`src/rtl/core/lbph_pkg.sv`:
```
// Shared types and constants for the LBP block histogram.
package lbph_pkg;

  localparam logic KIND_PIXEL = 1'b0;
  localparam logic KIND_READ  = 1'b1;

  localparam int CODE_W = 8;
  localparam int LANE_W = 4;
  localparam int SUM_W  = 11;
  localparam int LINE_W = 16;

  localparam logic [7:0] CNT_MAX = 8'hFF;

  typedef logic [3:0] win_idx_t;
  localparam win_idx_t NB_ORDER [8] = '{
    4'd0, 4'd1, 4'd2, 4'd5, 4'd8, 4'd7, 4'd6, 4'd3
  };

  typedef struct packed {
    logic                rd;
    logic                clr;
    logic                done;
    logic                mem_en;
    logic [CODE_W-1:0]   row;
    logic [LANE_W-1:0]   lane;
    logic                z0_en;
    logic [LANE_W-1:0]   z0_blk;
    logic                z1_en;
    logic [LANE_W-1:0]   z1_blk;
    logic                rd_ok;
    logic                rd_zero;
  } lbph_op_t;

endpackage

```
`src/rtl/core/lbph_queue.sv`:
```
// Short FIFO of classified operations between front and back.
module lbph_queue
  import lbph_pkg::*;
(
  input  logic     clk,
  input  logic     rst_n,
  input  logic     wr_valid,
  output logic     wr_ready,
  input  lbph_op_t wr_op,
  output logic     rd_valid,
  input  logic     rd_ready,
  output lbph_op_t rd_op
);

  localparam int DEPTH = 4;
  localparam int AW    = $clog2(DEPTH);

  lbph_op_t       slot_r [DEPTH];
  logic [AW-1:0]  wr_ptr_r, rd_ptr_r;
  logic [AW:0]    cnt_r;
  logic           push, pop;

  assign wr_ready = cnt_r != (AW + 1)'(DEPTH);
  assign rd_valid = cnt_r != '0;
  assign rd_op    = slot_r[rd_ptr_r];
  assign push     = wr_valid && wr_ready;
  assign pop      = rd_valid && rd_ready;

  always_ff @(posedge clk) begin
    if (!rst_n) begin
      wr_ptr_r <= '0;
      rd_ptr_r <= '0;
      cnt_r    <= '0;
    end else begin
      if (push) wr_ptr_r <= wr_ptr_r + 1'b1;
      if (pop) rd_ptr_r <= rd_ptr_r + 1'b1;
      unique case ({push, pop})
        2'b10:   cnt_r <= cnt_r + 1'b1;
        2'b01:   cnt_r <= cnt_r - 1'b1;
        default: cnt_r <= cnt_r;
      endcase
    end
  end

  always_ff @(posedge clk) begin
    if (push) slot_r[wr_ptr_r] <= wr_op;
  end

endmodule

```
`config.mk`:
```
export PLATFORM = sky130hd
export DESIGN_NAME = lbph_queue
export DESIGN_NICKNAME = d
export VERILOG_FILES = /design/src/rtl/core/lbph_pkg.sv /design/src/rtl/core/lbph_queue.sv
export SDC_FILE = /design/constraint.sdc
export NUM_CORES = 1
export LEC_CHECK = 0
export BUFFER_PORTS_ARGS = -buffer_cell sky130_fd_sc_hd__buf_2
export CORE_MARGIN = 1
export CORE_UTILIZATION = 30
export DETAILED_ROUTE_END_ITERATION = 12
export MAX_ROUTING_LAYER = met4
export PLACE_DENSITY = 0.45
export SLEW_MARGIN = 20
export SYNTH_ARGS = -nofsm -noshare
export SYNTH_HDL_FRONTEND = slang
export SYNTH_SLANG_ARGS = --single-unit
```
`constraint.sdc`:
```
create_clock -name clk -period 2.35 [get_ports clk]
set_clock_uncertainty 0.1 [all_clocks]
set_input_delay 0.47 -clock clk [delete_from_list [all_inputs] [get_ports clk]]
set_output_delay 0.47 -clock clk [all_outputs]
set_load 0.01 [all_outputs]
```
==> out/summary.txt <==
Tmin final: 2270 ps
Count leader, synth: edfxtp_1
Vias in the first global route: 2272
Flops & latches, synth: 121
Share of layout cells above drive strength 1: 0.423
Area Overhead vs Synth: 25.7%
Synth Warn #: 0
Final nets: 325
Violated checks: design-rule violations
Avg Inst Size Synth: 23.1 um2
Crit-path max FO: 4
Gpl congestion: 0.663
Area contributors post-synth: edfxtp_1 (74%), mux4_2 (9.8%), mux4_1 (4.6%), dfxtp_1 (3.9%), ha_1 (1.4%)
Post-synth EDFFs: 112
WL final: 8.24 mm
Routed length per placed instance: 17.0 um
TritonCTS clock tree: built
Final Instance Count excl. Fillers: 484
Library cells used by synthesis: 24
Placed Area: 5170 um2
Area of the multi-input gates: 945 um2
Final setup vio count: 0
Maximum vdd drop: 0.455 mV
Static Leak: 2.00 nW
Yosys top cell area share: 0.735
Largest net degree at the start of global routing: 19
Worst-Margin Slew: 346 ps
Post-DRT Antenna Nets: 0
Row count: 44
Required @ worst endpoint: 1780 ps
Critical Path AT: 1700 ps
Die Ht: 126 um
Worst Setup Path Type: reg -> out
Reg clk slew, reported paths: 50 ps
Worst-Skew Late Latency: 410 ps
Fin. Hold Viols: 0
First-pass GRT wire length: 12.9 mm
H-tree depth: 4
Synth cell count leaders: edfxtp_1 (112), mux4_2 (20), dfxtp_1 (9)
Initial Utilization: 0.311
Min-delay src: wr_op[22]
Initial DRC Count: 92
R2R cell count: 9
Die width: 126 um
# clock sinks: 121
Dpl hpwl: 5.12 mm
CTS root buf: clkbuf_16
Die area: 15800 um2
Sequential share of the synthesized area: 0.774
Inst Count DP: 449
Max_cap viols: 0
Number of fill cells: 1318
Hold depth: 1
WHS Endpoint: slot_r[0][22]
Final Cell Area: 5750 um2
Initial DRT Pass Iterations: 8
Total Routing Usage GR: 0.119
Max_slew headroom: 0.770
Yosys top cell by area: edfxtp_1
Unrepaired setup endpoints after global routing: no
Flop-to-flop setup slack: 290 ps
Total number of vias: 2138
Hold Crit Class: in -> reg
Max Root-Sink Buffers: 2
I/O pins: 62
Setup_tns: 0 ps
Register Area: 3550 um2
PwrDens: 1130 nW/um2
R2r startpoint: cnt_r[1]
PortBufs: 61
FMAX: 0.440 GHz
Initial antenna violation count: 0
Diode count: 0
Remaining DRCs: 6
Vias/cell: 4.42
Tcrit/Tclk final: 0.967
FFs w/ async S/R, synth: 0
Net Count, Synth: 236
Primary FF master, synth: edfxtp_1
Total grt overflow: 0
Critical Path Start Type: flop
Post-Synthesis Cell Area: 4580 um2
Core area: 14700 um2
Status: finished, violations left
Max-slew violation count: 0
Setup crit end kind: primary output
Gate Count Post-Synth: 198
Clock buffer count from CTS: 17
FF-to-FF End: cnt_r[2]
-- metrics by stage --
stage               hold slack [ps]  utilization  total power, mW  setup slack (ps)
floorplan                       368            -             3.68               310
global placement                392        0.352             4.17               221
detailed placement              402        0.352             4.18               163
CTS                             161        0.390             6.57            0.0682
global route                    164        0.391             6.78             0.863
finish                          178        0.391             6.48              78.0
-- placed cells by master, fill, tap and decap left out, types with 3 or more instances in the layout --
cell type,count
clkinv_1,6
and2_2,4
inv_1,6
clkinv_2,3
nand2_1,6
buf_12,3
xnor2_1,3
clkbuf_1,3
buf_2,61
clkbuf_16,17
edfxtp_1,112
and2_1,3
mux4_2,20
buf_4,11
dfxtp_1,7
ha_1,5
mux4_1,8
-- logic make-up after synthesis --
family,count (synthesis),synth area share
flops,121,0.774
simple gates,18,0.0208
mux,30,0.149
xor+xnor,4,0.00766
fa+ha+maj,6,0.0180
buf+inv,13,0.0202
compound gates,6,0.0101
-- power by group --
group	internal, mW	switching [mW]	total (mW)
logic	0.790	0.696	1.49
clock network	1.42	0.850	2.27
registers	2.61	0.107	2.72
total	4.82	1.65	6.48
-- worst max-delay path, cell delays in order (launching register included) --
cell,delay [ps]
dfxtp_4,390
buf_4,160
mux4_1,580
buf_2,160
-- metal layers --
layer,global-route usage,part of all wire
met1,0.145,0.46
met2,0.174,0.47
met3,0.0432,0.047
met4,0.0603,0.016
met5,-,0
-- worst max path at each step --
stage | startpoint | end | slack, ps | cells after the start
final | flop | rd_op[22] | 80 | 3
after floorplan | wr_valid | cnt_r[2] | 310 | 8
after detailed placement | wr_valid | cnt_r[2] | 160 | 9
after global placement | wr_valid | cnt_r[2] | 220 | 9
after CTS | flop | rd_op[12] | 0.07 | 3
after global routing | flop | rd_op[27] | 0.9 | 3
-- state kept, by name (all words and copies together) (netlist names), named ones only --
name,cells
rd_ptr_r,2
wr_ptr_r,2
cnt_r,3
slot_r,112
-- final cells by class --
cell class	count	area share
timing repair buffer	77	0.0846
tap	184	0.0400
inverter	6	0.00391
multi-input combinational	64	0.164
clock buffer	20	0.0759
clock inverter	12	0.0146
sequential	121	0.617
-- repair_timing --
action                                  in CTS  in global routing
endpoints found under the setup margin      24                 12
buffers inserted                             1                  1
cloned                                       1                  0
gates resized for setup                      2                  1
hold buffers                                 0                  0
Note: power is estimated with default switching activity, not from simulation.
